===== src/rtl/plft_pkg.sv =====
// Package: shared constants, types, op codes and register indices for the phase lock frequency tracker.
`timescale 1ns / 1ps
`default_nettype none
package plft_pkg;

  localparam int HISTORY_DEPTH_DEF      = 8;
  localparam int NOISE_DIVISOR_DEF      = 20;
  localparam int REJECT_LIMIT_DEF       = 50;
  localparam int UPDATE_INTERVAL_MS_DEF = 10;
  localparam int ACQUIRE_OFFSET_HZ_DEF  = 2000;
  localparam int CREEP_STEP_HZ_DEF      = 15;

  localparam logic [1:0] OP_CAPTURE = 2'd0;
  localparam logic [1:0] OP_ENGAGE  = 2'd1;
  localparam logic [1:0] OP_RELEASE = 2'd2;

  localparam logic [2:0] REG_TARGET   = 3'd0;
  localparam logic [2:0] REG_DEADBAND = 3'd1;
  localparam logic [2:0] REG_JUMP     = 3'd2;
  localparam logic [2:0] REG_GAIN     = 3'd3;
  localparam logic [2:0] REG_MAX_STEP = 3'd4;
  localparam logic [2:0] REG_MIN_FREQ = 3'd5;
  localparam logic [2:0] REG_MAX_FREQ = 3'd6;
  localparam logic [2:0] REG_START    = 3'd7;

  localparam int CFG_W = 24;

  // divider request / response
  typedef struct packed {
    logic        start;
    logic [32:0] dividend;
    logic [16:0] divisor;
  } div_req_t;

  typedef struct packed {
    logic        done;
    logic [32:0] quotient;
  } div_rsp_t;

endpackage
`default_nettype wire


===== src/rtl/plft_divider.sv =====
// Radix-2 restoring divider, one quotient bit per cycle.
`timescale 1ns / 1ps
`default_nettype none
module plft_divider (
  input  wire logic               clk,
  input  wire logic               rst,
  input  wire plft_pkg::div_req_t req,
  output plft_pkg::div_rsp_t      rsp
);

  logic [32:0] quo;
  logic [17:0] rem;
  logic [16:0] dvs;
  logic [5:0]  cnt;
  logic        busy;
  logic        done_r;
  logic [17:0] trial;

  assign trial = {rem[16:0], quo[32]};

  always_ff @(posedge clk) begin
    if (rst) begin
      busy   <= 1'b0;
      cnt    <= '0;
      done_r <= 1'b0;
    end else begin
      done_r <= 1'b0;
      if (req.start) begin
        busy <= 1'b1;
        cnt  <= 6'd33;
        quo  <= req.dividend;
        rem  <= '0;
        dvs  <= req.divisor;
      end else if (busy) begin
        if (trial >= {1'b0, dvs}) begin
          rem <= trial - {1'b0, dvs};
          quo <= {quo[31:0], 1'b1};
        end else begin
          rem <= trial;
          quo <= {quo[31:0], 1'b0};
        end
        cnt <= cnt - 6'd1;
        if (cnt == 6'd1) begin
          busy   <= 1'b0;
          done_r <= 1'b1;
        end
      end
    end
  end

  assign rsp = '{done: done_r, quotient: quo};

endmodule
`default_nettype wire


===== src/rtl/phase_lock_frequency_tracker.sv =====
// Top level: sequencer, history averaging and frequency loop around a serial divider.
// Flow: engage/release/op 3 go from acceptance straight to the result register; an
// untracked capture adds the 33-step serial phase divide; a tracked capture adds the
// history sum, average, gain multiply and step, plus a prime state when it is refilled.
// Throughput: one item at a time; s_tready is low while an item is in work or its
// result has not been taken.
// Reset: synchronous, active high; registers return to their reset values.
`timescale 1ns / 1ps
`default_nettype none
module phase_lock_frequency_tracker #(
  parameter int HISTORY_DEPTH      = plft_pkg::HISTORY_DEPTH_DEF,
  parameter int NOISE_DIVISOR      = plft_pkg::NOISE_DIVISOR_DEF,
  parameter int REJECT_LIMIT       = plft_pkg::REJECT_LIMIT_DEF,
  parameter int UPDATE_INTERVAL_MS = plft_pkg::UPDATE_INTERVAL_MS_DEF,
  parameter int ACQUIRE_OFFSET_HZ  = plft_pkg::ACQUIRE_OFFSET_HZ_DEF,
  parameter int CREEP_STEP_HZ      = plft_pkg::CREEP_STEP_HZ_DEF
) (
  input  wire logic        clk,
  input  wire logic        rst,
  input  wire logic        cfg_we,
  input  wire logic [2:0]  cfg_index,
  input  wire logic [plft_pkg::CFG_W-1:0] cfg_data,
  input  wire logic        s_tvalid,
  output logic             s_tready,
  // op[1:0], capture_count[17:2], period_count[34:18], compare_point[50:35],
  // lock_enable[51], pwm_on[52], time_ms[84:53], zero fill to 88
  input  wire logic [87:0] s_tdata,
  output logic             m_tvalid,
  input  wire logic        m_tready,
  // drive_freq[19:0], freq_write[20], phase_meas[36:21], phase_ok[37],
  // in_deadband[38], lock_freq[58:39], reacquired[59], tracking[60], zero fill to 64
  output logic [63:0]      m_tdata
);

  localparam int HW = (HISTORY_DEPTH > 1) ? $clog2(HISTORY_DEPTH) : 1;
  localparam int SW = 18 + HW + 1;
  // reciprocal for the noise margin, exact for any 17-bit period
  localparam int     NK = 17 + $clog2(NOISE_DIVISOR);
  localparam longint NM = ((64'd1 << NK) + NOISE_DIVISOR - 1) / NOISE_DIVISOR;

  typedef enum logic [8:0] {
    S_IDLE  = 9'b000000001,
    S_DIVW  = 9'b000000010,
    S_PHASE = 9'b000000100,
    S_PRIME = 9'b000001000,
    S_SUM   = 9'b000010000,
    S_AVG   = 9'b000100000,
    S_MUL   = 9'b001000000,
    S_STEP  = 9'b010000000,
    S_OUT   = 9'b100000000
  } state_t;

  state_t state;

  // configuration
  logic signed [15:0] target;
  logic [14:0] deadband, jump;
  logic [15:0] gain;
  logic [23:0] step_lim;
  logic [19:0] min_f, max_f, start_f;

  always_ff @(posedge clk) begin
    if (rst) begin
      target <= '0; deadband <= 15'd182; jump <= 15'd21845; gain <= 16'd256;
      step_lim <= 24'd25600; min_f <= 20'd15000; max_f <= 20'd100000;
      start_f <= 20'd30000;
    end else if (cfg_we) begin
      case (cfg_index)
        plft_pkg::REG_TARGET:   target   <= cfg_data[15:0];
        plft_pkg::REG_DEADBAND: deadband <= cfg_data[14:0];
        plft_pkg::REG_JUMP:     jump     <= cfg_data[14:0];
        plft_pkg::REG_GAIN:     gain     <= cfg_data[15:0];
        plft_pkg::REG_MAX_STEP: step_lim <= cfg_data;
        plft_pkg::REG_MIN_FREQ: min_f    <= cfg_data[19:0];
        plft_pkg::REG_MAX_FREQ: max_f    <= cfg_data[19:0];
        plft_pkg::REG_START:    start_f  <= cfg_data[19:0];
        default: ;
      endcase
    end
  end

  // latched item
  logic [15:0] cnt_in;
  logic [16:0] period;
  logic [15:0] cmp;
  logic        en, pwm;
  logic [31:0] now;

  // block state
  logic signed [17:0] hist [HISTORY_DEPTH];
  logic [HW-1:0] hidx;
  logic        primed;
  logic signed [17:0] prev_fp;
  logic [15:0] rejects;
  logic [27:0] acc;
  logic [19:0] cur_f, lock_f;
  logic        locked, dbf;
  logic [31:0] last_ms;
  logic signed [15:0] last_ph;

  // per-item
  logic wr, ok, reacq;
  logic signed [17:0] absph;
  logic signed [SW-1:0] sum;
  logic [HW:0] sidx;
  logic signed [17:0] fp, err;
  logic signed [33:0] prod;

  // divider
  plft_pkg::div_req_t dreq;
  plft_pkg::div_rsp_t drsp;
  plft_divider u_div (.clk(clk), .rst(rst), .req(dreq), .rsp(drsp));

  // noise window (margin = period / NOISE_DIVISOR via reciprocal multiply)
  logic [16:0] margin;
  logic [35:0] mprod;
  logic signed [18:0] c_s, p_s, m_s, cmp_s;
  logic ok_c, due;
  assign mprod = 36'(period) * 36'(NM);
  assign margin = 17'(mprod >> NK);
  assign c_s = 19'(cnt_in);
  assign p_s = 19'(period);
  assign m_s = 19'(margin);
  assign cmp_s = 19'(cmp);
  assign ok_c = (period != 17'd0) &&
                !((c_s < m_s) || (c_s > p_s - m_s)) &&
                !((c_s > cmp_s - m_s) && (c_s < cmp_s + m_s));
  assign due = (now - last_ms) >= 32'(UPDATE_INTERVAL_MS);

  // phase wrap relative to target
  logic [15:0] ph16, rel16;
  logic signed [17:0] rel;
  assign ph16  = drsp.quotient[15:0];
  assign rel16 = ph16 - target;
  assign rel   = (rel16 == 16'h8000) ? 18'sd32768 : 18'(signed'(rel16));

  // jump and error
  logic [15:0] jd16, er16;
  logic signed [16:0] jd, erw;
  logic [16:0] jabs, eabs;
  assign jd16 = fp[15:0] - prev_fp[15:0];
  assign jd   = 17'(signed'(jd16));
  assign jabs = jd[16] ? 17'(-jd) : 17'(jd);
  assign er16 = fp[15:0] - target;
  assign erw  = 17'(signed'(er16));
  assign eabs = erw[16] ? 17'(-erw) : 17'(erw);

  // engage frequency
  logic [20:0] fa_raw;
  logic [19:0] fa;
  assign fa_raw = 21'(lock_f != 20'd0 ? lock_f : start_f) + 21'(ACQUIRE_OFFSET_HZ);
  assign fa = (fa_raw > 21'(max_f)) ? max_f : fa_raw[19:0];

  // step from registered product, truncated toward zero
  logic signed [33:0] negp;
  logic signed [18:0] stepq;
  logic signed [25:0] step_c;
  logic signed [25:0] lim_s;
  logic signed [29:0] lo_s, hi_s;
  logic signed [29:0] acc_n;
  logic [27:0] acc_c;
  logic [19:0] nf_step;
  assign negp = -prod;
  assign stepq = negp[33] ? 19'(-((-negp) >>> 16)) : 19'(negp >>> 16);
  assign lim_s = signed'({2'b00, step_lim});
  assign lo_s  = signed'({2'b00, min_f, 8'd0});
  assign hi_s  = signed'({2'b00, max_f, 8'd0});
  always_comb begin
    step_c = 26'(stepq);
    if (step_c > lim_s) step_c = lim_s;
    if (step_c < -lim_s) step_c = -lim_s;
    acc_n = signed'({2'b00, acc}) + 30'(step_c);
    if (acc_n < lo_s) acc_n = lo_s;
    if (acc_n > hi_s) acc_n = hi_s;
    acc_c = acc_n[27:0];
    nf_step = 20'((29'(acc_c) + 29'd128) >> 8);
  end

  // creep
  logic [28:0] acc_cr;
  logic [19:0] nf_cr;
  assign acc_cr = 29'(acc) + 29'(CREEP_STEP_HZ * 256);
  assign nf_cr = 20'((30'(acc_cr) + 30'd128) >> 8);
  logic cr_over;
  assign cr_over = ((30'(acc_cr) + 30'd128) >> 8) > 30'(max_f);

  assign s_tready = (state == S_IDLE) && !m_tvalid;

  always_ff @(posedge clk) begin
    if (rst) begin
      state <= S_IDLE; m_tvalid <= 1'b0; dreq.start <= 1'b0;
      hidx <= '0; primed <= 1'b0; prev_fp <= '0; rejects <= '0;
      acc <= {20'd30000, 8'd0}; cur_f <= 20'd30000; lock_f <= '0;
      locked <= 1'b0; dbf <= 1'b0; last_ms <= '0; last_ph <= '0;
      for (int i = 0; i < HISTORY_DEPTH; i++) hist[i] <= '0;
    end else begin
      dreq.start <= (state == S_IDLE) && s_tvalid && s_tready &&
                    (s_tdata[1:0] == plft_pkg::OP_CAPTURE);
      if (m_tvalid && m_tready) m_tvalid <= 1'b0;
      case (state)
        S_IDLE: if (s_tvalid && s_tready) begin
          cnt_in <= s_tdata[17:2]; period <= s_tdata[34:18];
          cmp <= s_tdata[50:35]; en <= s_tdata[51]; pwm <= s_tdata[52];
          now <= s_tdata[84:53];
          wr <= (s_tdata[1:0] == plft_pkg::OP_ENGAGE); ok <= 1'b0; reacq <= 1'b0;
          if (s_tdata[1:0] == plft_pkg::OP_ENGAGE) begin
            locked <= 1'b1; hidx <= '0; primed <= 1'b0;
            dbf <= 1'b0; rejects <= '0; prev_fp <= 18'(target);
            cur_f <= (21'(lock_f != 20'd0 ? lock_f : start_f) +
                      21'(ACQUIRE_OFFSET_HZ) > 21'(max_f)) ? max_f :
                     20'(21'(lock_f != 20'd0 ? lock_f : start_f) + 21'(ACQUIRE_OFFSET_HZ));
            acc <= {(21'(lock_f != 20'd0 ? lock_f : start_f) +
                     21'(ACQUIRE_OFFSET_HZ) > 21'(max_f)) ? max_f :
                    20'(21'(lock_f != 20'd0 ? lock_f : start_f) + 21'(ACQUIRE_OFFSET_HZ)),
                    8'd0};
            state <= S_OUT;
          end else if (s_tdata[1:0] == plft_pkg::OP_RELEASE) begin
            locked <= 1'b0; dbf <= 1'b0; rejects <= '0; lock_f <= '0;
            acc <= {cur_f, 8'd0};
            state <= S_OUT;
          end else if (s_tdata[1:0] == plft_pkg::OP_CAPTURE) begin
            dreq.dividend <= {1'b0, s_tdata[17:2], 16'd0} + 33'(s_tdata[34:19]);
            dreq.divisor  <= s_tdata[34:18];
            state <= S_DIVW;
          end else begin
            state <= S_OUT;
          end
        end
        S_DIVW: if (drsp.done) state <= S_PHASE;
        S_PHASE: begin
          ok <= ok_c;
          absph <= 18'(target) + rel;
          if (ok_c) last_ph <= target + rel[15:0];
          if (locked && en && pwm) begin
            if (!ok_c) begin
              if (rejects != 16'hFFFF) rejects <= rejects + 16'd1;
              if (17'(rejects) + 17'd1 > 17'(REJECT_LIMIT)) begin
                acc <= cr_over ? {max_f, 8'd0} : acc_cr[27:0];
                if (due) begin
                  cur_f <= cr_over ? max_f : nf_cr;
                  wr <= 1'b1; last_ms <= now;
                end
              end
              state <= S_OUT;
            end else begin
              rejects <= '0;
              state <= primed ? S_SUM : S_PRIME;
            end
          end else begin
            state <= S_OUT;
          end
        end
        S_PRIME: begin
          for (int i = 0; i < HISTORY_DEPTH; i++) hist[i] <= absph;
          hidx <= '0; primed <= 1'b1; prev_fp <= absph;
          state <= S_SUM;
        end
        default: ;
      endcase
      // summation sequencing handled below
      if (state == S_PHASE || state == S_PRIME) begin
        sum <= '0; sidx <= '0;
      end
      if (state == S_SUM) begin
        if (sidx == '0) begin
          hist[hidx] <= absph;
          hidx <= (32'(hidx) == HISTORY_DEPTH - 1) ? '0 : hidx + HW'(1);
          sidx <= sidx + 1'b1;
        end else begin
          sum <= sum + SW'(hist[HW'(sidx - 1'b1)]);
          if (32'(sidx) == HISTORY_DEPTH) state <= S_AVG;
          else sidx <= sidx + 1'b1;
        end
      end
      if (state == S_AVG) begin
        fp <= 18'(sum / HISTORY_DEPTH);
        state <= S_MUL;
      end
      if (state == S_MUL) begin
        prod <= $signed({1'b0, gain}) * erw;
        state <= S_STEP;
      end
      if (state == S_STEP) begin
        if (32'(jabs) > 32'(jump)) begin
          wr <= 1'b1; reacq <= 1'b1; locked <= 1'b1; hidx <= '0; primed <= 1'b0;
          cur_f <= fa; dbf <= 1'b0; acc <= {fa, 8'd0}; prev_fp <= 18'(target);
          rejects <= '0;
        end else begin
          prev_fp <= fp;
          dbf <= eabs < 17'(deadband);
          if (eabs < 17'(deadband)) lock_f <= cur_f;
          else if (due) begin
            acc <= acc_c;
            if (nf_step != cur_f) begin cur_f <= nf_step; wr <= 1'b1; end
            last_ms <= now;
          end
        end
        state <= S_OUT;
      end
      if (state == S_OUT) begin
        m_tvalid <= 1'b1;
        state <= S_IDLE;
      end
    end
  end

  assign m_tdata = {3'd0, locked, reacq, lock_f, dbf, ok, last_ph, wr, cur_f};

endmodule
`default_nettype wire


===== config.mk =====
export PLATFORM = sky130hd
export DESIGN_NAME = phase_lock_frequency_tracker
export DESIGN_NICKNAME = d
export VERILOG_FILES = /design/src/rtl/plft_pkg.sv /design/src/rtl/plft_divider.sv /design/src/rtl/phase_lock_frequency_tracker.sv
export SDC_FILE = /design/constraint.sdc
export NUM_CORES = 2
export LEC_CHECK = 0
export ABC_AREA = 1
export BUFFER_PORTS_ARGS = -buffer_cell sky130_fd_sc_hd__buf_2
export CAP_MARGIN = 10
export CORE_ASPECT_RATIO = 1.4
export CORE_MARGIN = 3
export CORE_UTILIZATION = 65
export DETAILED_ROUTE_END_ITERATION = 16
export GPL_TIMING_DRIVEN = 0
export HOLD_SLACK_MARGIN = 0.08
export PLACE_DENSITY = 0.85
export SLEW_MARGIN = 20
export SYNTH_ARGS = -nofsm -noshare
export SYNTH_HDL_FRONTEND = slang
export SYNTH_SLANG_ARGS = --single-unit

===== constraint.sdc =====
create_clock -name clk -period 43.7 [get_ports clk]
set_input_delay 8.74 -clock clk [delete_from_list [all_inputs] [get_ports clk]]
set_output_delay 8.74 -clock clk [all_outputs]
set_load 0.02 [all_outputs]

==> results.sh <==
export IMPL_status="finished clean"
export IMPL_cts_hold_fix_buffers=0
export IMPL_crit_slowest_cell="sky130_fd_sc_hd__o21ai_0"
export IMPL_route_detailed_drc=0
export IMPL_timing_worst_slew_pin_value_ps=1374
export IMPL_timing_clock_skew_ps=24.03
export IMPL_report_final_slew_viol_count=0
export IMPL_min_delay_start="dreq[0]$_DFFE_PP_"
export IMPL_number_of_global_route_vias_before_repair=61320
export IMPL_cts_repair_resize_count=0
export IMPL_hold_worst_slack_ps=430.5
export IMPL_crit_type="register to register"
export IMPL_holdPathStages=0
export IMPL_gr_usage_met2_pct=76.14
export IMPL_setup_worst_path_start_class="register"
export IMPL_clk_pin_slew_worst_paths_ps=70
export IMPL_port_buffers=178
export IMPL_async_flop_share_pct=0
export IMPL_ys_top_cells_by_area="sky130_fd_sc_hd__edfxtp_1 20%, sky130_fd_sc_hd__ha_1 14%, sky130_fd_sc_hd__dfxtp_1 9.9%"
export IMPL_relSlewSlack_pct=7.453
export IMPL_period_share_pct=51.29
export IMPL_layout_area_overhead_vs_synth_pct=8.512
export IMPL_nNetsFinal=9689
export IMPL_grt_ovfl_total=0
export IMPL_mappedNetlistArea_um2=64530
export IMPL_synthTopCellsByCount="1521 x sky130_fd_sc_hd__nand2_1, 1227 x sky130_fd_sc_hd__inv_1, 825 x sky130_fd_sc_hd__nor2_1, 711 x sky130_fd_sc_hd__ha_1, 684 x sky130_fd_sc_hd__o21ai_0"
export IMPL_groute_layer_met3_usage_pct=13.31
export IMPL_grt_pass1_wl_um=358700
export IMPL_count_of_flip_flops_with_a_built_in_enable_after_synthesis=423
export IMPL_ys_seq_area_share_pct=29.58
export IMPL_min_delay_worst_endpoint="u_div.dvs[0]$_DFFE_PP_"
export IMPL_max_freq_ghz=0.04462
export IMPL_netlist_top_cell_by_area="sky130_fd_sc_hd__edfxtp_1"
export IMPL_worst_r2r_startpoint="prod[0]$_DFFE_PP_"
export IMPL_postRouteWirelength_um=241900
export IMPL_critPathCaptureType="register"
export IMPL_postCtsSetupBuffers=0
export IMPL_yosys_cell_types_count=70
export IMPL_route_detailed_vias_per_inst=6.264
export IMPL_hpwl_um=185700
export IMPL_critical_path_top_cell_by_count="sky130_fd_sc_hd__nand2_1"
export IMPL_postSynthAreaPerCell_um2=7.784
export IMPL_chipHeight_um=378.8
export IMPL_worst_r2r_cell_count=113
export IMPL_n_fill_cell=7723
export IMPL_maxCapViolations=0
export IMPL_grt_met1_usage_pct=47.22
export IMPL_cts_buffer_depth=3
export IMPL_cpLargestDelayFamily="simple AND/OR/NAND/NOR gates"
export IMPL_yosys_cell_count_top_type="sky130_fd_sc_hd__nand2_1"
export IMPL_boundaryPins=186
export IMPL_finalWeightedCongestion=1.145
export IMPL_drt_initial_drc_count=6475
export IMPL_core_region_area_um2=98350
export IMPL_netlist_instances=8290
export IMPL_numCtsBuffers=76
export IMPL_clock_root_buffer="sky130_fd_sc_hd__clkbuf_16"
export IMPL_final_design_area_no_fill_um2=70030
export IMPL_rsz0062_at_grt="no"
export IMPL_post_route_cells_drive_above_1_share_pct=5.564
export IMPL_worst_setup_path_start="prod[0]$_DFFE_PP_"
export IMPL_layout_min_cycle_time_ps=22410
export IMPL_detail_route_antenna_nets=0
export IMPL_power_density_cell_area_nw_per_um2=81.38
export IMPL_timing_critical_path_buf_inv=19
export IMPL_r2r_end="cur_f[4]$_SDFF_PP1_"
export IMPL_avgRoutedWirePerCell_um=24.30
export IMPL_most_used_routing_layer="met2"
export IMPL_antenna_found_initial=25
export IMPL_clock_network_latency_to_the_later_pin_of_the_worst_skew_pair_ps=690
export IMPL_via_count=62360
export IMPL_start_util_pct=65.61
export IMPL_std_cell_rows=136
export IMPL_cts_sink_count=742
export IMPL_cts_tree="done"
export IMPL_drt_pre_antenna_iters=8
export IMPL_synth_top_area_share_pct=19.68
export IMPL_ff_latch_count_synth=742
export IMPL_crit_required_ps=44280
export IMPL_postPlaceCellArea_um2=67360
export IMPL_design_die_area_um2=103200
export IMPL_largest_net_degree_at_the_start_of_global_routing=31
export IMPL_die_w_um=272.3
export IMPL_groute_usage_overall_pct=46.46
export IMPL_r2r_slack_ps=21290
export IMPL_power_leakage_nw=32.71
export IMPL_worstHoldPathType="register to register"
export IMPL_peakVddDrop_uv=212.7
export IMPL_timing_critical_path_arrival_ps=22990
export IMPL_finalHoldViolCount=0
export IMPL_critical_path_max_fanout=10
export IMPL_setup_viol_count_final=0
export IMPL_max_stage_delay_ps=1130
export IMPL_htree_num_levels=3
export IMPL_yosys_warnings=0
export IMPL_post_synth_top_flop="sky130_fd_sc_hd__edfxtp_1"
export IMPL_finalSetupTns_ps=0
[stage by stage]
stage / power, mW / cells / util [%] / setup slack [ps]
finish: 5.699 / 9956 / 71.20 / 21290
global route: 6.187 / 9944 / 71.17 / 19810
CTS: 5.583 / 9936 / 71.12 / 22250
detailed placement: 4.841 / 9796 / 68.49 / 22270
global placement: 4.681 / 9781 / 68.19 / 22520
floorplan: 3.692 / 8292 / - / 27110
[per-layer routing]
| layer | vias up | share of wire [%] |
|---|---|---|
| met2 | 4005 | 46 |
| met1 | 28920 | 32 |
| met4 | 8 | 12 |
| met5 | - | 0.025 |
| li1 | 28040 | - |
| met3 | 1387 | 10 |
[cell families after synthesis]
group           synth area share (%)
compound gates                 14.58
xor+xnor                       4.384
fa+ha+maj                      22.87
buf+inv                        8.979
flops                          29.58
other cells                 0.005811
simple gates                   19.59
[cell type report]
class	instances	area, um2	area share, %
clock buffers	89	1992	2.845
multi-input cells	6032	39740	56.75
clock inverters	51	596.8	0.8523
well taps	1311	1640	2.342
flip-flops and latches	742	19090	27.26
repair buffers	195	1124	1.605
diodes	18	45.04	0.06432
inverters	1252	4700	6.711
plain buffers	266	1099	1.569
[state kept, by name, indices dropped and copies added, names as in the netlist, 18 cells and up]
name and cells:
max_f 20, absph 18, hist 144, step_lim 24
last_ms 32, lock_f 20, cur_f 20, min_f 20
start_f 20, acc 28, u_div.quo 33, dreq 34
now 32, sum 22, prod 33
[placed cells by master, fill, tap and decap left out, types with 25 or more instances in the layout]
master	count
sky130_fd_sc_hd__nand2_1	1521
sky130_fd_sc_hd__a21oi_1	597
sky130_fd_sc_hd__o221ai_1	30
sky130_fd_sc_hd__dfxtp_1	319
sky130_fd_sc_hd__o21bai_1	34
sky130_fd_sc_hd__a31oi_1	38
sky130_fd_sc_hd__o21ai_0	674
sky130_fd_sc_hd__o211ai_1	95
sky130_fd_sc_hd__a211oi_1	27
sky130_fd_sc_hd__nand4_1	82
sky130_fd_sc_hd__buf_2	182
sky130_fd_sc_hd__edfxtp_1	423
sky130_fd_sc_hd__xnor2_1	72
sky130_fd_sc_hd__clkbuf_16	77
sky130_fd_sc_hd__o22ai_1	42
sky130_fd_sc_hd__clkinv_1	25
sky130_fd_sc_hd__xor2_1	251
sky130_fd_sc_hd__nand2_2	27
sky130_fd_sc_hd__nor2_2	30
sky130_fd_sc_hd__fa_1	293
sky130_fd_sc_hd__nand3_1	371
sky130_fd_sc_hd__ha_1	711
sky130_fd_sc_hd__nor2_1	820
sky130_fd_sc_hd__nor3_1	70
sky130_fd_sc_hd__clkbuf_1	240
sky130_fd_sc_hd__inv_1	1227
[report_power, final]
group | internal, mW | switching (mW) | total (mW)
Combinational | 1.48 | 2.66 | 4.14
Clock | 0.395 | 0.305 | 0.700
Sequential | 0.789 | 0.0727 | 0.862
Total | 2.66 | 3.03 | 5.70
[worst max path at each step]
stage / slack [ps] / cells past startpoint / to
after floorplan: 27110 / 5 / dreq[0]$_DFFE_PP_
after global placement: 22520 / 120 / cur_f[4]$_SDFF_PP1_
after detailed placement: 22270 / 119 / cur_f[4]$_SDFF_PP1_
after CTS: 22250 / 119 / cur_f[4]$_SDFF_PP1_
after global routing: 19810 / 119 / cur_f[4]$_SDFF_PP1_
final: 21290 / 113 / cur_f[4]$_SDFF_PP1_
(Power assumes the default switching activity.)
